## config.mk

```make
export PLATFORM = sky130hd
export DESIGN_NAME = printf_conversion_formatter_top_flat
export DESIGN_NICKNAME = d
export VERILOG_FILES = /design/src/rtl/pcf_pkg.sv /design/src/rtl/pcf_if.sv /design/src/rtl/pcf_ctrl.sv /design/src/rtl/pcf_dp.sv /design/src/rtl/printf_conversion_formatter_top.sv /design/src/flat_wrapper.sv
export SDC_FILE = /design/constraint.sdc
export NUM_CORES = 1
export LEC_CHECK = 0
export BUFFER_PORTS_ARGS = -buffer_cell sky130_fd_sc_hd__buf_2
export CAP_MARGIN = 20
export CORE_MARGIN = 5
export CORE_UTILIZATION = 38
export CTS_BUF_LIST = sky130_fd_sc_hd__clkbuf_4 sky130_fd_sc_hd__clkbuf_8
export DETAILED_ROUTE_END_ITERATION = 8
export GPL_ROUTABILITY_DRIVEN = 0
export PLACE_DENSITY = 0.56
export RECOVER_POWER = 100
export SETUP_SLACK_MARGIN = 0.02
export SLEW_MARGIN = 15
export SYNTH_ARGS = -nofsm -noshare
export SYNTH_HDL_FRONTEND = slang
export SYNTH_SLANG_ARGS = --single-unit
export TNS_END_PERCENT = 100
```

## constraint.sdc

```tcl
create_clock -name clock -period 6.1 [get_ports clock]
set_input_delay 0.61 -clock clock [delete_from_list [all_inputs] [get_ports clock]]
set_output_delay 0.61 -clock clock [all_outputs]
set_load 0.05 [all_outputs]
```

## src/rtl/pcf_pkg.sv

```systemverilog
// Package for the printf conversion formatter: conversion kind codes,
// ASCII constants and the command/status structs between controller and datapath.
// No dependencies.
package pcf_pkg;

   localparam logic [2:0] KIND_PCT  = 3'd0;
   localparam logic [2:0] KIND_SDEC = 3'd1;
   localparam logic [2:0] KIND_UDEC = 3'd2;
   localparam logic [2:0] KIND_HEXL = 3'd3;
   localparam logic [2:0] KIND_HEXU = 3'd4;
   localparam logic [2:0] KIND_CHR  = 3'd5;
   localparam logic [2:0] KIND_PTR  = 3'd6;

   localparam logic [7:0] CH_SPACE   = 8'h20;
   localparam logic [7:0] CH_PERCENT = 8'h25;
   localparam logic [7:0] CH_MINUS   = 8'h2D;
   localparam logic [7:0] CH_ZERO    = 8'h30;
   localparam logic [7:0] CH_X       = 8'h78;
   localparam logic [7:0] CH_UPPER_A = 8'h41;
   localparam logic [7:0] CH_LOWER_A = 8'h61;

   localparam int DIG_N = 20;

   typedef struct packed {
      logic load;
      logic conv_step;
      logic scan_step;
      logic emit_step;
   } pcf_cmd_type;

   typedef struct packed {
      logic in_dec;
      logic conv_last;
      logic scan_done;
      logic total_zero;
      logic out_free;
      logic emit_last;
   } pcf_stat_type;

endpackage

```

## src/rtl/pcf_if.sv

```systemverilog
// Valid/ready channel interfaces for the printf conversion formatter.
// pcf_req_if carries one parsed conversion, pcf_rsp_if one output character.
interface pcf_req_if;
   logic        valid;
   logic        ready;
   logic [2:0]  kind;
   logic        wide;
   logic [63:0] value;
   logic [5:0]  width;
   logic        left_align;
   logic        zero_pad;

   modport source (output valid, kind, wide, value, width, left_align, zero_pad,
                   input ready);
   modport sink   (input valid, kind, wide, value, width, left_align, zero_pad,
                   output ready);
endinterface

interface pcf_rsp_if;
   logic       valid;
   logic       ready;
   logic [7:0] character;
   logic       last;

   modport source (output valid, character, last, input ready);
   modport sink   (input valid, character, last, output ready);
endinterface

```

## src/rtl/pcf_ctrl.sv

```systemverilog
// Controller state machine of the printf conversion formatter.
// Depends on pcf_pkg for the command and status structs.
module pcf_ctrl (
   input  logic                  clock,
   input  logic                  reset,
   input  pcf_pkg::pcf_stat_type stat,
   input  logic                  req_valid,
   output logic                  req_ready,
   output pcf_pkg::pcf_cmd_type  cmd
);
   import pcf_pkg::*;

   typedef enum logic [3:0] {
      S_IDLE = 4'b0001,
      S_CONV = 4'b0010,
      S_SCAN = 4'b0100,
      S_EMIT = 4'b1000
   } state_type;

   state_type state_ff, state_in;

   always_comb begin
      state_in  = state_ff;
      cmd       = '0;
      req_ready = 1'b0;
      case (state_ff)
         S_IDLE: begin
            req_ready = 1'b1;
            if (req_valid) begin
               cmd.load = 1'b1;
               state_in = stat.in_dec ? S_CONV : S_SCAN;
            end
         end
         S_CONV: begin
            cmd.conv_step = 1'b1;
            if (stat.conv_last) state_in = S_SCAN;
         end
         S_SCAN: begin
            if (stat.scan_done) begin
               state_in = stat.total_zero ? S_IDLE : S_EMIT;
            end else begin
               cmd.scan_step = 1'b1;
            end
         end
         S_EMIT: begin
            if (stat.out_free) begin
               cmd.emit_step = 1'b1;
               if (stat.emit_last) state_in = S_IDLE;
            end
         end
         default: state_in = S_IDLE;
      endcase
   end

   always_ff @(posedge clock) begin
      if (reset) state_ff <= S_IDLE;
      else       state_ff <= state_in;
   end

endmodule

```

## src/rtl/pcf_dp.sv

```systemverilog
// Datapath of the printf conversion formatter: operand capture, shift-add-3
// binary to BCD conversion, leading zero scan, character select and output register.
// Depends on pcf_pkg.
module pcf_dp #(
   parameter int WIDTH_MAX = 63
) (
   input  logic                  clock,
   input  logic                  reset,
   input  pcf_pkg::pcf_cmd_type  cmd,
   output pcf_pkg::pcf_stat_type stat,
   input  logic [2:0]            req_kind,
   input  logic                  req_wide,
   input  logic [63:0]           req_value,
   input  logic [5:0]            req_width,
   input  logic                  req_left_align,
   input  logic                  req_zero_pad,
   input  logic                  rsp_ready,
   output logic                  rsp_valid,
   output logic [7:0]            rsp_character,
   output logic                  rsp_last
);
   import pcf_pkg::*;

   localparam logic [5:0] WMAX = 6'(WIDTH_MAX);
   localparam int         DW   = 4 * DIG_N;

   logic [2:0]    kind_ff, kind_in;
   logic          neg_ff, neg_in;
   logic [5:0]    wcl_ff, wcl_in;
   logic          left_ff, left_in;
   logic          zpad_ff, zpad_in;
   logic [7:0]    chr_ff, chr_in;
   logic [63:0]   mag_ff, mag_in;
   logic [DW-1:0] dig_ff, dig_in;
   logic [4:0]    ndig_ff, ndig_in;
   logic [5:0]    cnt_ff, cnt_in;
   logic [5:0]    pos_ff, pos_in;
   logic          rvalid_ff, rvalid_in;
   logic [7:0]    ochr_ff, ochr_in;
   logic          olast_ff, olast_in;

   logic [63:0]   sel_v, neg_v, mag_w, hex_w;
   logic          neg_w, in_dec;
   logic [DW-1:0] dab;
   logic [3:0]    top;
   logic [7:0]    dch;
   logic          has_dig;
   logic [1:0]    plen;
   logic [5:0]    tlen, pad, total, start, tpos;
   logic [7:0]    chr_sel;
   logic          is_dig;

   assign sel_v  = req_wide ? req_value : {32'b0, req_value[31:0]};
   assign neg_w  = (req_kind == KIND_SDEC) && (req_wide ? req_value[63] : req_value[31]);
   assign neg_v  = 64'(~sel_v + 64'd1);
   assign mag_w  = neg_w ? (req_wide ? neg_v : {32'b0, neg_v[31:0]}) : sel_v;
   assign hex_w  = (req_kind == KIND_PTR) ? req_value : sel_v;
   assign in_dec = (req_kind == KIND_SDEC) || (req_kind == KIND_UDEC);

   always_comb begin
      for (int i = 0; i < DIG_N; i++) begin
         dab[4*i +: 4] = (dig_ff[4*i +: 4] >= 4'd5) ? 4'(dig_ff[4*i +: 4] + 4'd3)
                                                    : dig_ff[4*i +: 4];
      end
   end

   assign top = dig_ff[DW-1 -: 4];
   assign dch = (top < 4'd10) ? 8'(CH_ZERO + {4'b0, top})
              : 8'(((kind_ff == KIND_HEXU) ? CH_UPPER_A : CH_LOWER_A) + {4'b0, top} - 8'd10);

   always_comb begin
      has_dig = 1'b0;
      plen    = 2'd0;
      case (kind_ff)
         KIND_PCT:  plen = 2'd1;
         KIND_SDEC: begin has_dig = 1'b1; plen = neg_ff ? 2'd1 : 2'd0; end
         KIND_UDEC: has_dig = 1'b1;
         KIND_HEXL: has_dig = 1'b1;
         KIND_HEXU: has_dig = 1'b1;
         KIND_CHR:  plen = 2'd1;
         KIND_PTR:  begin has_dig = 1'b1; plen = 2'd2; end
         default:   plen = 2'd0;
      endcase
   end

   assign tlen  = 6'({4'b0, plen} + (has_dig ? {1'b0, ndig_ff} : 6'd0));
   assign pad   = (wcl_ff > tlen) ? 6'(wcl_ff - tlen) : 6'd0;
   assign total = 6'(tlen + pad);
   assign start = left_ff ? 6'd0 : pad;
   assign tpos  = 6'(pos_ff - start);

   always_comb begin
      chr_sel = CH_SPACE;
      is_dig  = 1'b0;
      if (pos_ff < start) begin
         chr_sel = zpad_ff ? CH_ZERO : CH_SPACE;
      end else if (tpos >= tlen) begin
         chr_sel = CH_SPACE;
      end else if (tpos < {4'b0, plen}) begin
         case (kind_ff)
            KIND_PCT:  chr_sel = CH_PERCENT;
            KIND_SDEC: chr_sel = CH_MINUS;
            KIND_CHR:  chr_sel = chr_ff;
            KIND_PTR:  chr_sel = tpos[0] ? CH_X : CH_ZERO;
            default:   chr_sel = CH_SPACE;
         endcase
      end else begin
         chr_sel = dch;
         is_dig  = 1'b1;
      end
   end

   assign stat.in_dec     = in_dec;
   assign stat.conv_last  = &cnt_ff;
   assign stat.scan_done  = (ndig_ff == 5'd1) || (top != 4'd0);
   assign stat.total_zero = (total == 6'd0);
   assign stat.out_free   = !rvalid_ff || rsp_ready;
   assign stat.emit_last  = (pos_ff == 6'(total - 6'd1));

   always_comb begin
      kind_in   = kind_ff;
      neg_in    = neg_ff;
      wcl_in    = wcl_ff;
      left_in   = left_ff;
      zpad_in   = zpad_ff;
      chr_in    = chr_ff;
      mag_in    = mag_ff;
      dig_in    = dig_ff;
      ndig_in   = ndig_ff;
      cnt_in    = cnt_ff;
      pos_in    = pos_ff;
      ochr_in   = ochr_ff;
      olast_in  = olast_ff;
      rvalid_in = rvalid_ff && !rsp_ready;
      if (cmd.load) begin
         kind_in = req_kind;
         neg_in  = neg_w;
         wcl_in  = (req_width > WMAX) ? WMAX : req_width;
         left_in = req_left_align;
         zpad_in = req_zero_pad && !req_left_align;
         chr_in  = req_value[7:0];
         mag_in  = mag_w;
         dig_in  = in_dec ? '0 : {{(DW-64){1'b0}}, hex_w};
         ndig_in = 5'(DIG_N);
         cnt_in  = 6'd0;
         pos_in  = 6'd0;
      end
      if (cmd.conv_step) begin
         dig_in = {dab[DW-2:0], mag_ff[63]};
         mag_in = {mag_ff[62:0], 1'b0};
         cnt_in = 6'(cnt_ff + 6'd1);
      end
      if (cmd.scan_step) begin
         dig_in  = {dig_ff[DW-5:0], 4'b0};
         ndig_in = 5'(ndig_ff - 5'd1);
      end
      if (cmd.emit_step) begin
         ochr_in   = chr_sel;
         olast_in  = stat.emit_last;
         rvalid_in = 1'b1;
         pos_in    = 6'(pos_ff + 6'd1);
         if (is_dig) dig_in = {dig_ff[DW-5:0], 4'b0};
      end
   end

   always_ff @(posedge clock) begin
      if (reset) rvalid_ff <= 1'b0;
      else       rvalid_ff <= rvalid_in;
   end

   always_ff @(posedge clock) begin
      kind_ff  <= kind_in;
      neg_ff   <= neg_in;
      wcl_ff   <= wcl_in;
      left_ff  <= left_in;
      zpad_ff  <= zpad_in;
      chr_ff   <= chr_in;
      mag_ff   <= mag_in;
      dig_ff   <= dig_in;
      ndig_ff  <= ndig_in;
      cnt_ff   <= cnt_in;
      pos_ff   <= pos_in;
      ochr_ff  <= ochr_in;
      olast_ff <= olast_in;
   end

   assign rsp_valid     = rvalid_ff;
   assign rsp_character = ochr_ff;
   assign rsp_last      = olast_ff;

endmodule

```

## src/rtl/printf_conversion_formatter_top.sv

```systemverilog
// printf conversion formatter, top level.
// Takes one parsed conversion on req_chan and sends its ASCII characters on rsp_chan.
// Depends on pcf_pkg, pcf_if, pcf_ctrl and pcf_dp.
//
// Usage:
//   req_chan transfers one conversion (kind, wide, value, width, left_align,
//   zero_pad) when valid and ready are high; rsp_chan transfers one character
//   per cycle while the receiver is ready, last marking the field's final character.
//   One conversion is in work at a time; ready is high only while idle.
//   Steps: capture, shift-add-3 BCD conversion for decimal kinds only, a
//   leading zero scan, then one character per cycle into the output
//   register while it is free.
//   The next conversion is taken while the final character still waits.
//   An unused kind with width zero produces no characters.
//   Reset (synchronous) returns the controller to idle and drops any pending
//   character. When the receiver stalls, emission holds and resumes unchanged.
module printf_conversion_formatter_top #(
   parameter int WIDTH_MAX = 63
) (
   input logic        clock,
   input logic        reset,
   pcf_req_if.sink    req_chan,
   pcf_rsp_if.source  rsp_chan
);
   import pcf_pkg::*;

   pcf_cmd_type  cmd;
   pcf_stat_type stat;
   logic         req_ready;

   pcf_ctrl u_ctrl (
      .clock     (clock),
      .reset     (reset),
      .stat      (stat),
      .req_valid (req_chan.valid),
      .req_ready (req_ready),
      .cmd       (cmd)
   );

   pcf_dp #(
      .WIDTH_MAX (WIDTH_MAX)
   ) u_dp (
      .clock          (clock),
      .reset          (reset),
      .cmd            (cmd),
      .stat           (stat),
      .req_kind       (req_chan.kind),
      .req_wide       (req_chan.wide),
      .req_value      (req_chan.value),
      .req_width      (req_chan.width),
      .req_left_align (req_chan.left_align),
      .req_zero_pad   (req_chan.zero_pad),
      .rsp_ready      (rsp_chan.ready),
      .rsp_valid      (rsp_chan.valid),
      .rsp_character  (rsp_chan.character),
      .rsp_last       (rsp_chan.last)
   );

   assign req_chan.ready = req_ready;

   a_busy_after_transfer: assert property (@(posedge clock) disable iff (reset)
      (req_chan.valid && req_chan.ready) |=> !req_chan.ready)
      else $error("input ready after a transfer");

   a_no_overwrite: assert property (@(posedge clock) disable iff (reset)
      cmd.emit_step |-> stat.out_free)
      else $error("character register overwritten before transfer");

   a_idle_after_last: assert property (@(posedge clock) disable iff (reset)
      (cmd.emit_step && stat.emit_last) |=> req_chan.ready)
      else $error("controller not idle after final character");

   a_single_cmd: assert property (@(posedge clock) disable iff (reset)
      $onehot0({cmd.load, cmd.conv_step, cmd.scan_step, cmd.emit_step}))
      else $error("conflicting datapath commands");

endmodule
```

## src/flat_wrapper.sv

```systemverilog
// flat-port wrapper written by rule: the top's interface ports become plain ports
module printf_conversion_formatter_top_flat import pcf_pkg::*;
#(
   parameter int WIDTH_MAX = 63
)
  (clock, reset, req_chan_valid, req_chan_kind, req_chan_wide, req_chan_value, req_chan_width, req_chan_left_align, req_chan_zero_pad, req_chan_ready, rsp_chan_valid, rsp_chan_character, rsp_chan_last, rsp_chan_ready);
  pcf_req_if req_chan_i ();
  pcf_rsp_if rsp_chan_i ();
  input logic clock;
  input logic reset;
  input wire logic [$bits(req_chan_i.valid)-1:0] req_chan_valid;
  input wire logic [$bits(req_chan_i.kind)-1:0] req_chan_kind;
  input wire logic [$bits(req_chan_i.wide)-1:0] req_chan_wide;
  input wire logic [$bits(req_chan_i.value)-1:0] req_chan_value;
  input wire logic [$bits(req_chan_i.width)-1:0] req_chan_width;
  input wire logic [$bits(req_chan_i.left_align)-1:0] req_chan_left_align;
  input wire logic [$bits(req_chan_i.zero_pad)-1:0] req_chan_zero_pad;
  output wire logic [$bits(req_chan_i.ready)-1:0] req_chan_ready;
  output wire logic [$bits(rsp_chan_i.valid)-1:0] rsp_chan_valid;
  output wire logic [$bits(rsp_chan_i.character)-1:0] rsp_chan_character;
  output wire logic [$bits(rsp_chan_i.last)-1:0] rsp_chan_last;
  input wire logic [$bits(rsp_chan_i.ready)-1:0] rsp_chan_ready;
  assign req_chan_i.valid = req_chan_valid;
  assign req_chan_i.kind = req_chan_kind;
  assign req_chan_i.wide = req_chan_wide;
  assign req_chan_i.value = req_chan_value;
  assign req_chan_i.width = req_chan_width;
  assign req_chan_i.left_align = req_chan_left_align;
  assign req_chan_i.zero_pad = req_chan_zero_pad;
  assign req_chan_ready = req_chan_i.ready;
  assign rsp_chan_valid = rsp_chan_i.valid;
  assign rsp_chan_character = rsp_chan_i.character;
  assign rsp_chan_last = rsp_chan_i.last;
  assign rsp_chan_i.ready = rsp_chan_ready;
  printf_conversion_formatter_top #(.WIDTH_MAX(WIDTH_MAX)) u_core (.clock(clock), .reset(reset), .req_chan(req_chan_i), .rsp_chan(rsp_chan_i));
endmodule
```

Word level (Yosys, flattened, before mapping) --
Index checks and enable logic that the tools add are counted.
Storage, ports and cells: input bits 80, flip-flop bits (word level) 195
Operators by class: reduce and logical (&&, ||, !) cells 19, add/sub/neg operators 32, multiplexer cells 72, $lt $le $gt $ge 26, equality and inequality tests 20, bitwise gates (word level) 1
Operators by type and width (count):
- $mux W64 | 7
- $mux W80 | 5
- $mux W4 | 25
- $ge A4 B3 Y1 const B | 20
- $add A4 B2 Y4 const B | 19
- $add A64 B1 Y64 const B | 1
- $not A64 Y64 | 1
- $mux W6 | 6
- $mux W8 | 4
- $pmux W8 S4 | 1
- $mux W5 | 4
- $pmux W4 S4 | 1
- $mux W1 | 15
- $add A6 B1 Y6 const B | 2
- $eq A3 B3 Y1 const B | 4
- $sub A6 B6 Y6 | 2
- $eq A3 B2 Y1 const B | 3
- $add A7 B4 Y8 | 1
- $ne A2 B1 Y1 const B | 4
- $sub A8 B4 Y8 const B | 1
- $add A6 B4 Y7 const A | 1
- $mux W7 | 1
- $add A2 B5 Y6 | 1
- $add A6 B6 Y6 | 1
- 30 further kinds | 40

Logic depth before layout (Yosys ltp) --
Gate-level depths: netlist of the first run.
depth in word-level cells 15, mapped depth 32, mapped depth without buffers 28

Hierarchy --
A second synthesis of the first run with hierarchy kept.
Unflattened totals: cells, all modules 1482, area total of the unflattened synthesis 13467.9 um^2
Modules (own cells, without submodules):
- pcf_dp | cells an instance 1446, area an instance 13160.1 um^2, times used 1
- pcf_ctrl | cells an instance 36, area an instance 307.8 um^2, times used 1

Worst setup path before layout of the first run --
OpenSTA, ideal clock, no wires.
path type reg2reg, from register u_core.u_dp.kind_ff[2], to register u_core.u_dp.dig_ff[63], path buffers 3, cell stages (with the launch flop) 28, path slack -0.662 ns, arrival time 6.625 ns, clock period less this slack 6.762 ns, data required time 5.963 ns, path through edfxtp_1 -> or3_4 -> and2_1 -> nand2_1 -> inv_1 -> ha_1 -> a21o_1 -> or4b_2 -> ha_1 -> inv_1 -> nor2_1 -> a221oi_2 -> or3_1 -> buf_6 -> or3_1 -> ha_1 -> nor2b_1 -> o21ai_0 -> nand2b_1 -> a21o_1 -> a21oi_1 -> xnor2_1 -> nor4_1 -> nor3_1 -> nor2_1 -> clkbuf_1 -> clkbuf_1 -> a31oi_1
On the way: word-level cells in the longest chain between the ends 15, elaborated cells between the ends (all ways) 26, classes of those cells add/sub (3); order compare (4); eq/ne (6); mux (10); reduce/logical (3)
Ends and longest elaborated chain:
- start: declaration | line pcf_dp.sv:27 | logic [2:0] kind_ff, kind_in;
- start signal: assignment | line pcf_dp.sv:172 | kind_ff <= kind_in;
- $eq A3 B3 Y1, or another cell as far along | line pcf_dp.sv:74 | case (kind_ff)
- $reduce_or A5 Y1 (no source line)
- $mux W1 | line pcf_dp.sv:74
- $mux W5 | line pcf_dp.sv:86 | assign tlen = 6'({4'b0, plen} + (has_dig ? {1'b0, ndig_ff} : 6'd0));
- $add A2 B5 Y6 | line pcf_dp.sv:86
- $sub A6 B6 Y6 or $gt A6 B6 Y1 (tied branches) | line pcf_dp.sv:87 | assign pad = (wcl_ff > tlen) ? 6'(wcl_ff - tlen) : 6'd0;
- $mux W6 | line pcf_dp.sv:87
- $mux W6 | line pcf_dp.sv:89 | assign start = left_ff ? 6'd0 : pad;
- $sub A6 B6 Y6 | line pcf_dp.sv:90 | assign tpos = 6'(pos_ff - start);
- $lt A6 B2 Y1 | line pcf_dp.sv:99 | end else if (tpos < {4'b0, plen}) begin
- $mux W1 | line pcf_dp.sv:99
- $mux W1 | line pcf_dp.sv:97 | end else if (tpos >= tlen) begin
- $mux W1 (*) | line pcf_dp.sv:95 | if (pos_ff < start) begin
- $mux W80 (*) | line pcf_dp.sv:162 | if (is_dig) dig_in = {dig_ff[DW-5:0], 4'b0};
- $mux W80 (*) | line pcf_dp.sv:157 | if (cmd.emit_step) begin
- via u_core.u_dp.dig_in[63] | line pcf_dp.sv:34 | logic [DW-1:0] dig_ff, dig_in;
- end signal: assignment | line pcf_dp.sv:179 | dig_ff <= dig_in;
- end: declaration | line pcf_dp.sv:34
Mark *: on every way through the listed nets, which the timed path passes. The rest lies on a longest branch. A chain may end at the register's enable or synchronous reset.

Worst setup path in the final report of the first run --
from register u_core.u_dp.kind_ff[2], to register u_core.u_dp.dig_ff[37]
The elaborated chain is that of the path after synthesis.

==> reports/results.txt, run 1 <==
Status = finished, violations left
Failing checks = max-capacitance violations, max-slew violations
Clk_skew = 0.0200 ns
Synth async-reset ratio = 0%
Buffers on Ports = 90
Worst setup margin = 0.0786 ns
Via Count = 11,605
Worst reg2reg path depth = 29
Num CTS Buffers = 17
Avg Inst Size Synth = 8.60 sq um
Worst hold path depth = 1
Synth area leader = edfxtp_1
Total global-route track usage = 18.7%
Via density = 5.62
Place WS = -0.00371 ns
Die area = 37,900 sq um
Fin cells = 2,064
Overflow after GRT = 0
Max IR drop VDD = 228 uV
Largest net degree at the start of global routing = 77
Tmin final = 6.02 ns
DRC = 0
Final nets = 1,755
Row count = 67
IO Pins = 91
CP max stage delay = 0.54 ns
CP startpoint = u_core.u_dp.kind_ff[2]
Worst r2r src = u_core.u_dp.kind_ff[2]
Ratio of cells with drive above 1 in the final layout = 17.6%
Setup TNS = 0 ns
Max cap viols = 2
Data required time of the worst path = 6.48 ns
Syn Std Cell Area = 12,900 sq um
Most frequent cell after synthesis = o21ai_0
Post-synth cell types = 73
Seq cells post-synth = 195
DR WL/cell = 18.6 um
F_max = 0.166 GHz
Min-delay worst type = input port to flip-flop
Critical path startpoint category = flip-flop
Worst-skew pair later-pin latency = 0.50 ns
Crit path capture type = flip-flop
Final Hold Viols = 0
Actual slew at the worst max-slew pin = 2.27 ns
First-pass GRT wire length = 58,800 um
Met3 wire len = 1650 um
Clock buffer depth = 2
ANT cells = 0
Post-synth top area share = 25.3%
Register area share after synthesis = 38.6%
Fillers = 3,308
Cell with the largest stage delay on the worst path = fa_2
Final setup viols = 0
Hold Buf Count CTS = 0
Post-synth top flop = edfxtp_1
Final Slew Violations = 74
Worst Setup Path Type = flip-flop to flip-flop
Vias in the first global route = 10,976
Starting Density = 38.5%
RSZ-0062 raised after global routing = yes
Core Box Area = 33,600 sq um
Synthesized netlist cell count = 1,505
Crit path DAT = 6.40 ns
Leak pwr = 5.62 nW
Antenna Nets Post-Route = 0
Slew HR = -51.5%
PwrDens = 475 nW/um^2
Die Ht = 195 um
Synthesis warning total = 0
P&R area growth vs syn = 17.7%
TritonCTS clock tree = done
H-tree Lvls = 4
DP HPWL = 25,100 um
Drt pass-1 iters = 5
Leading cell types by count after synthesis = 154 x o21ai_0, 148 x nor2_1, 140 x nand2_1
Wl on met1 = 17,800 um
DRT iter0 DRCs = 888
Detailed Route WL = 38,400 um
Root Driver = clkbuf_8
Final Cycle Share = 98.7%
CP dominant cell by count = inv_2
EDFF count, synth = 109
Multi-input logic area = 7780 sq um
Register area = 4990 sq um
Met2 Wirelength = 18,500 um
Syn nets = 1,657
Max Used Layer = met4
Synth top area cells = edfxtp_1 25%, dfxtp_1 13%, ha_1 6.6%
Die Wd = 195 um
CP Max Fanout = 18
Clk sinks = 195
Initial antenna violation count = 0
# placed instances = 2,000
Clock-pin slew on the worst setup and hold paths = 0.10 ns
Hold Crit Start = req_chan_width[0]
## flip-flops by register name, indices dropped and copies added, names as in the netlist, 3 cells and up
| name | flops |
|---|---|
| u_core.u_dp.pos_ff | 6 |
| u_core.u_dp.mag_ff | 64 |
| u_core.u_dp.rsp_character | 8 |
| u_core.u_dp.kind_ff | 3 |
| u_core.u_dp.ndig_ff | 5 |
| u_core.u_ctrl.state_ff | 4 |
| u_core.u_dp.cnt_ff | 6 |
| u_core.u_dp.chr_ff | 8 |
| u_core.u_dp.dig_ff | 80 |
| u_core.u_dp.wcl_ff | 6 |
## area by class of cell
type	count	area share [%]
sequential	195	32.8
clock inverter	11	0.970
timing repair buffer	162	7.84
inverter	74	1.83
tap	448	3.68
multi-input combinational	1153	51.1
clock buffer	21	1.82
## path summary, 6_finish.rpt
check | to | slack, ns
setup / recovery | u_core.u_dp.dig_ff[37] | 0.08
setup reg to reg | u_core.u_dp.dig_ff[37] | 0.08
hold / removal | u_core.u_dp.wcl_ff[0] | 0.29
hold reg to reg | u_core.u_dp.mag_ff[0] | 0.50
## stage by stage
stage	hold WS (ns)	instance area [sq um]	power (mW)	utilization [%]
CTS	0.256	14600	6.89	43.3
floorplan	0.444	13100	4.96	-
finish	0.289	15200	7.23	45.3
detailed placement	0.474	14000	5.87	41.8
global placement	0.458	14000	5.80	41.8
global route	0.268	15200	7.79	45.3
## layer usage
layer  up-vias  track usage (%)
met4         0             4.38
li1       5628                -
met5         -                0
met2       273             31.2
met3        30             2.86
met1      5674             25.7
## kinds of logic (layout without fill, tap and decap cells)
group                    count (synthesis)  count (layout)  share of synthesized area [%]
AND/OR/NAND/NOR                        489             489                           18.0
AO/OA/AOI/OAI                          450             450                           21.4
flip-flops                             195             195                           38.6
buffers and inverters                  157             268                           4.76
XOR/XNOR                               134             134                           9.39
adder cells (fa/ha/maj)                 75              75                           7.43
multiplexers                             5               5                          0.483
## cells in the final DEF (no fill, tap or decap), drive strengths merged, types with 49 or more instances in the layout
cell / Yosys / final
a21oi: 129 / 129
a31oi: 49 / 49
buf: 8 / 124
clkbuf: 75 / 59
dfxtp: 86 / 86
edfxtp: 109 / 109
ha: 68 / 68
inv: 74 / 77
nand2: 141 / 141
nor2: 150 / 150
nor3: 60 / 60
o21ai: 154 / 154
xnor2: 74 / 74
xor2: 59 / 59
## repair_timing
action | 4_1_cts | 5_1_grt
endpoints found under the hold margin | 0 | 0
buffers inserted | 4 | 16
cloned | 1 | 10
pin swaps | 2 | 18
gates resized for setup | 2 | 101
setup endpoints to repair | 32 | 88
## power breakdown
group / switching [mW] / internal (mW) / total, mW
combinational: 2.17 / 1.70 / 3.87
sequential: 0.467 / 1.95 / 2.41
clock: 0.502 / 0.441 / 0.943
## worst max-delay path: cells and delay by family, from the launching register on
| kind | cells | cell delay (ns) |
|---|---|---|
| buf+inv | 6 | 0.63 |
| flops | 1 | 0.49 |
| fa+ha+maj | 5 | 1.78 |
| simple gates | 11 | 2.05 |
| compound gates | 7 | 0.98 |
Power figures use the tool's default switching activity.
==> run 2: changes to the inputs <==
--- a/config.mk
+++ b/config.mk
@@ -7,12 +7,14 @@
 export LEC_CHECK = 0
 export BUFFER_PORTS_ARGS = -buffer_cell sky130_fd_sc_hd__buf_2
 export CAP_MARGIN = 20
+export CELL_PAD_IN_SITES_DETAIL_PLACEMENT = 2
+export CELL_PAD_IN_SITES_GLOBAL_PLACEMENT = 2
 export CORE_MARGIN = 5
-export CORE_UTILIZATION = 38
+export CORE_UTILIZATION = 35
 export CTS_BUF_LIST = sky130_fd_sc_hd__clkbuf_4 sky130_fd_sc_hd__clkbuf_8
 export DETAILED_ROUTE_END_ITERATION = 8
 export GPL_ROUTABILITY_DRIVEN = 0
-export PLACE_DENSITY = 0.56
+export PLACE_DENSITY = 0.78
 export RECOVER_POWER = 100
 export SETUP_SLACK_MARGIN = 0.02
 export SLEW_MARGIN = 15
==> reports/results.txt, run 2 (synthesis results as in run 1) <==
Largest net degree at the start of global routing = 90 (+17%)
CP Max Fanout = 6 (-12)
Biggest register = u_core.u_dp.dig_ff
H-tree Lvls = 4 (unchanged)
Die area = 40,900 sq um (+8.1%)
Die Ht = 202 um (+4.0%)
Slew HR = -112% (-60 points)
Overflow after GRT = 0 (unchanged)
Crit path capture = u_core.u_dp.dig_ff[26]
Starting Density = 35.4% (-3.1 points)
Final Hold Viols = 0 (unchanged)
Clk_skew = 0.0255 ns (+0.00544 ns)
CP startpoint = u_core.u_dp.kind_ff[0]
TritonCTS clock tree = done
Root Driver = clkbuf_8
Commonest non-fill, non-tap cell in the layout = o21ai_0
RSZ-0062 raised after global routing = yes
Min-delay worst type = input port to flip-flop
Data required time of the worst path = 6.50 ns (+0.02 ns)
Drt pass-1 iters = 5 (unchanged)
Worst Setup Path Type = flip-flop to flip-flop
PwrDens = 509 nW/um^2 (+7.2%)
Failing checks = max-capacitance violations, max-slew violations, negative setup slack
Crit path capture type = flip-flop
DRT iter0 DRCs = 693 (-22%)
First-pass GRT wire length = 72,700 um (+24%)
ANT cells = 0 (unchanged)
RR Endpoint = u_core.u_dp.dig_ff[26]
Row count = 70 (+4.5%)
Via Count = 12,478 (+7.5%)
DP HPWL = 30,600 um (+22%)
Num CTS Buffers = 17 (unchanged)
DR WL/cell = 25.4 um (+36%)
Status = finished, violations left
Tmin final = 6.55 ns (+0.526 ns)
Via density = 5.91 (+5.2%)
Initial antenna violation count = 1 (+1)
Cell with the largest stage delay on the worst path = fa_2
Worst r2r src = u_core.u_dp.kind_ff[0]
Total global-route track usage = 21.8% (+3.1 points)
Largest regs = u_core.u_dp.dig_ff (80), u_core.u_dp.mag_ff (64)
Detailed Route WL = 53,500 um (+39%)
Clock-pin slew on the worst setup and hold paths = 0.12 ns (+0.02 ns)
# placed instances = 2,023 (+1.2%)
Largest register FFs = 80 (unchanged)
Ratio of cells with drive above 1 in the final layout = 21.4% (+3.7 points)
CP max stage delay = 0.55 ns (about the same)
Final Slew Violations = 199 (+170%)
Fillers = 3,955 (+20%)
IO Pins = 91 (unchanged)
Die Wd = 202 um (+4.0%)
Worst path depth = 30 (+3.4%)
Worst reg2reg path depth = 30 (+3.4%)
Fin util = 43.8% (-1.5 points)
Critical path startpoint category = flip-flop
Final nets = 1,781 (+1.5%)
Actual slew at the worst max-slew pin = 3.18 ns (+0.904 ns)
Max IR drop VDD = 249 uV (+9.2%)
Core Box Area = 36,500 sq um (+8.6%)
P&R area growth vs syn = 23.7%
Commonest non-fill, non-tap cells in the layout = 148 x o21ai_0, 134 x nand2_1, 109 x edfxtp_1
Clk sinks = 195 (unchanged)
Vias in the first global route = 13,042 (+19%)
Worst setup margin = -0.448 ns (-0.526 ns)
Final Cycle Share = 107% (+8.6 points)
DRC = 0 (unchanged)
Clock buffer depth = 2 (unchanged)
WP buf/inv = 5 (-1)
Max cap viols = 4 (+2)
Fin cells = 2,110 (+2.2%)
Final setup viols = 88 (+88)
R2R setup slack = -0.45 ns (-0.53 ns)
Crit path DAT = 6.94 ns (+0.54 ns)
F_max = 0.153 GHz (-8.0%)
Leak pwr = 5.84 nW (+4.0%)
Antenna Nets Post-Route = 0 (unchanged)
Worst-skew pair later-pin latency = 0.51 ns (about the same)
Largest delay contributor family on the critical path = simple AND/OR/NAND/NOR gates
Buffers on Ports = 90 (unchanged)
## run 2: worst min-delay path by stage
stage | slack, ns | cells after the start | to | startpoint
2_1_floorplan | 0.44 | 2 | u_core.u_dp.mag_ff[0] | u_core.u_dp.mag_ff[0]
3_3_place_gp | 0.46 | 2 | u_core.u_dp.mag_ff[0] | u_core.u_dp.mag_ff[0]
3_5_place_dp | 0.47 | 2 | u_core.u_dp.mag_ff[0] | u_core.u_dp.mag_ff[0]
4_1_cts | 0.24 | 1 | u_core.u_dp.wcl_ff[0] | req_chan_width[0]
5_1_grt | 0.23 | 1 | u_core.u_dp.wcl_ff[0] | req_chan_width[0]
6_report | 0.27 | 1 | u_core.u_dp.wcl_ff[0] | req_chan_width[0]
## run 2: metrics by stage
step	setup TNS (ns)	hold WS [ns]	worst slack, ns	instance area, sq um	power (mW)
2_1_floorplan	0	0.444	0.0103	13100	4.96
3_3_place_gp	0	0.460	0.0877	14100	5.88
3_5_place_dp	-6.00	0.474	-0.156	14100	6.12
4_1_cts	-0.217	0.238	-0.0210	14800	7.33
5_1_grt	-46.51	0.233	-0.605	16000	8.66
6_report	-32.22	0.272	-0.448	16000	8.14
## run 2: cell type report
class,count,area [sq um],area share (%)
Sequential cell,195,4990,31.2
Clock buffer,21,283,1.77
Tap cell,468,586,3.66
Clock inverter,11,175,1.09
Multi-Input combinational cell,1153,8180,51.1
Inverter,74,279,1.74
Timing Repair Buffer,188,1520,9.46
## run 2: repair_timing
action | CTS | global route
cloned | 3 | 15
hold buffers | 0 | 0
hold endpoints to repair | 0 | 0
pin swaps | 9 | 30
setup endpoints to repair | 80 | 91
resized for setup | 18 | 180
buffers inserted | 12 | 22
## run 2: power breakdown
group	switching (mW)	internal [mW]
combinational	2.69	1.93
clock	0.540	0.489
sequential	0.542	1.95
## run 2: per-layer routing
metal	track usage (%)	share of wire (%)	vias to the layer above
met5	0	0.021	-
met4	4.32	2.5	2
met3	2.97	3.1	88
met2	39.7	53	276
met1	27.7	42	6433
li1	-	-	5679
==> run 3: changes to the inputs <==
--- a/config.mk
+++ b/config.mk
@@ -10,11 +10,12 @@
 export CELL_PAD_IN_SITES_DETAIL_PLACEMENT = 2
 export CELL_PAD_IN_SITES_GLOBAL_PLACEMENT = 2
 export CORE_MARGIN = 5
-export CORE_UTILIZATION = 35
+export CORE_UTILIZATION = 38
 export CTS_BUF_LIST = sky130_fd_sc_hd__clkbuf_4 sky130_fd_sc_hd__clkbuf_8
+export CTS_CLUSTER_SIZE = 40
 export DETAILED_ROUTE_END_ITERATION = 8
 export GPL_ROUTABILITY_DRIVEN = 0
-export PLACE_DENSITY = 0.78
+export PLACE_DENSITY = 0.81
 export RECOVER_POWER = 100
 export SETUP_SLACK_MARGIN = 0.02
 export SLEW_MARGIN = 15
==> constraint.sdc (replaced) <==
create_clock -name clock -period 7.3 [get_ports clock]
set_input_delay 0.73 -clock clock [delete_from_list [all_inputs] [get_ports clock]]
set_output_delay 0.73 -clock clock [all_outputs]
set_load 0.05 [all_outputs]
==> reports/results.txt, run 3 (synthesis results as in run 1) <==
Status = finished, violations left
Failing checks = max-capacitance violations, max-slew violations
CP Max Fanout = 8 (+2)
R2R setup slack = 0.22 ns (+0.67 ns)
Worst hold path depth = 1 (unchanged)
Worst Setup Path Type = flip-flop to flip-flop
Worst reg2reg path depth = 26 (-13%)
Via Count = 11,780 (-5.6%)
Final nets = 1,707 (-4.2%)
Largest regs = u_core.u_dp.dig_ff (80), u_core.u_dp.mag_ff (64)
Fillers = 3,761 (-4.9%)
Hold Buf Count CTS = 0 (unchanged)
DP HPWL = 30,700 um (+0.13%)
Total power = 5.97 mW (-27%)
Starting Density = 38.5% (+3.1 points)
Max IR drop VDD = 244 uV (-2.2%)
Leak pwr = 5.25 nW (-10%)
Total global-route track usage = 22.8% (+1.0 points)
DRC = 0 (unchanged)
DR WL/cell = 21.8 um (-14%)
Fin cells = 2,016 (-4.5%)
Internal Power = 3.22 mW (-26%)
Final Hold Viols = 0 (unchanged)
Detailed Route WL = 44,000 um (-18%)
First-pass GRT wire length = 70,900 um (-2.5%)
Num CTS Buffers = 17 (unchanged)
IO Pins = 91 (unchanged)
Die Ht = 195 um (-3.8%)
Overflow after GRT = 0 (unchanged)
Hold Crit Start = req_chan_width[1]
Root Driver = clkbuf_8
Clock-pin slew on the worst setup and hold paths = 0.11 ns (about the same)
Setup TNS = 0 ns (+32.22 ns)
Commonest non-fill, non-tap cell in the layout = o21ai_0
ANT cells = 0 (unchanged)
Grt met2 use = 40.1% (+0.42 points)
Fin util = 42.6% (-1.2 points)
Final Cycle Share = 97.0% (-10 points)
H-tree Lvls = 4 (unchanged)
Commonest non-fill, non-tap cells in the layout = 154 x o21ai_0, 145 x nor2_1, 139 x nand2_1
Largest net degree at the start of global routing = 77 (-14%)
Busiest grt layer = met2
F_max = 0.141 GHz (-7.5%)
DRT iter0 DRCs = 616 (-11%)
Antenna Nets Post-Route = 0 (unchanged)
Psw = 2.76 mW (-27%)
Logic pwr share = 52.7% (-4.1 points)
Final Slew Violations = 308 (+55%)
Final setup viols = 0 (-100%)
Clk sinks = 195 (unchanged)
Clk_skew = 0.0131 ns (-0.0123 ns)
GR met1 Demand/Resource = 29.3% (+1.7 points)
PwrDens = 417 nW/um^2 (-18%)
Clock buffer depth = 2 (unchanged)
Switch share = 46.1% (-0.22 points)
Biggest register = u_core.u_dp.dig_ff
Crit path DAT = 7.32 ns (+0.38 ns)
Initial antenna violation count = 1 (unchanged)
P&R area growth vs syn = 10.6%
Row count = 67 (-4.3%)
Worst r2r src = u_core.u_dp.kind_ff[2]
Place WS = 0.0321 ns (+0.188 ns)
Critical path startpoint category = flip-flop
# placed instances = 1,977 (-2.3%)
Endpoint, Worst Hold = u_core.u_dp.wcl_ff[1]
Worst-skew pair later-pin latency = 0.51 ns (about the same)
Drt pass-1 iters = 6 (+1)
Tmin final = 7.08 ns (+0.533 ns)
Buffers on Ports = 90 (unchanged)
Actual slew at the worst max-slew pin = 3.46 ns (+0.282 ns)
Crit path capture type = flip-flop
RR Endpoint = u_core.u_dp.rsp_character[5]
Data required time of the worst path = 7.54 ns (+1.04 ns)
Via density = 5.84 (-1.2%)
Vias in the first global route = 12,940 (-0.78%)
Max cap viols = 5 (+1)
Ratio of cells with drive above 1 in the final layout = 10.1% (-11 points)
Die area = 37,900 sq um (-7.5%)
TritonCTS clock tree = done
GR Layer Usage met3 = 3.50% (+0.53 points)
Largest register FFs = 80 (unchanged)
Reg power frac = 33.8% (+3.2 points)
Clock power share = 13.5% (+0.9 points)
Min-delay worst type = input port to flip-flop
Worst setup margin = 0.219 ns (+0.667 ns)
Core Box Area = 33,600 sq um (-8.0%)
Slew HR = -131% (-19 points)
Die Wd = 195 um (-3.8%)
run 3: cell count changes in the layout (fill, tap and decap cells not counted), sizes merged:
cell and change:
inv +6, buf -59, clkinv -3, bufinv -1, clkbuf -17
run 3: cell type report:
cell class              instances  area (sq um)  area share, %
multi-input cells            1153          7440           52.0
flip-flops and latches        195          4990           34.9
repair buffers                114           621           4.33
well taps                     448           561           3.92
inverters                      74           279           1.95
clock buffers                  19           255           1.78
clock inverters                13           169           1.18
run 3: per-layer routing:
metal	up-vias	share of wire, %
met5	-	0.016
met4	2	2.0
met3	57	3.2
met2	202	50
met1	5988	45
li1	5531	-
run 3: worst max-delay path by stage:
| stage | start | slack, ns | cells after the start | endpoint |
|---|---|---|---|---|
| 3_3_place_gp | u_core.u_dp.kind_ff[2] | 0.37 | 28 | u_core.u_dp.dig_ff[9] |
| 6_report | u_core.u_dp.kind_ff[2] | 0.22 | 26 | u_core.u_dp.rsp_character[5] |
| 5_1_grt | u_core.u_dp.kind_ff[2] | -0.09 | 29 | u_core.u_dp.dig_ff[26] |
| 3_5_place_dp | u_core.u_dp.kind_ff[2] | 0.03 | 28 | u_core.u_dp.dig_ff[65] |
| 4_1_cts | u_core.u_dp.kind_ff[0] | 0.03 | 28 | u_core.u_dp.dig_ff[26] |
| 2_1_floorplan | u_core.u_dp.kind_ff[2] | 0.54 | 27 | u_core.u_dp.dig_ff[63] |
run 3: power by group through the flow:
| stage | clock network, mW | registers (mW) | logic, mW |
|---|---|---|---|
| global route | 0.863 | 2.07 | 3.49 |
| floorplan | 0 | 1.87 | 2.22 |
| detailed placement | 0 | 2.03 | 3.01 |
| CTS | 0.830 | 2.01 | 3.10 |
| global placement | 0 | 2.00 | 2.80 |
| finish | 0.805 | 2.02 | 3.15 |
run 3: through the flow:
step	hold WS, ns	instance area [sq um]
6_report	0.383	14300
5_1_grt	0.354	14300
4_1_cts	0.348	14300
3_5_place_dp	0.517	13800
3_3_place_gp	0.462	13800
2_1_floorplan	0.444	12900
run 3: worst max-delay path, cell delays in order, from the launching register on:
cell	delay [ns]
edfxtp_1	0.44
buf_4	0.18
nor2b_1	0.15
nor3_1	0.27
ha_1	0.26
inv_1	0.07
fa_1	0.47
xnor2_2	0.21
ha_2	0.41
nor2b_2	0.21
or2_2	0.16
a211oi_1	0.10
o311a_4	0.37
or3_4	0.44
or3_1	0.36
ha_1	0.28
nor2b_1	0.13
o21ai_0	0.19
nand2b_1	0.18
a21o_1	0.25
a21oi_2	0.18
xnor2_2	0.18
nor4_4	0.12
clkbuf_1	0.24
nor3_1	0.24
a31oi_1	0.06
or4b_2	0.66
run 3: repair_timing:
| item | in CTS | in global routing |
|---|---|---|
| endpoints found under the setup margin | 78 | 82 |
| pin swaps | 2 | 1 |
| buffers inserted | 2 | 4 |
| resized for setup | 2 | 10 |
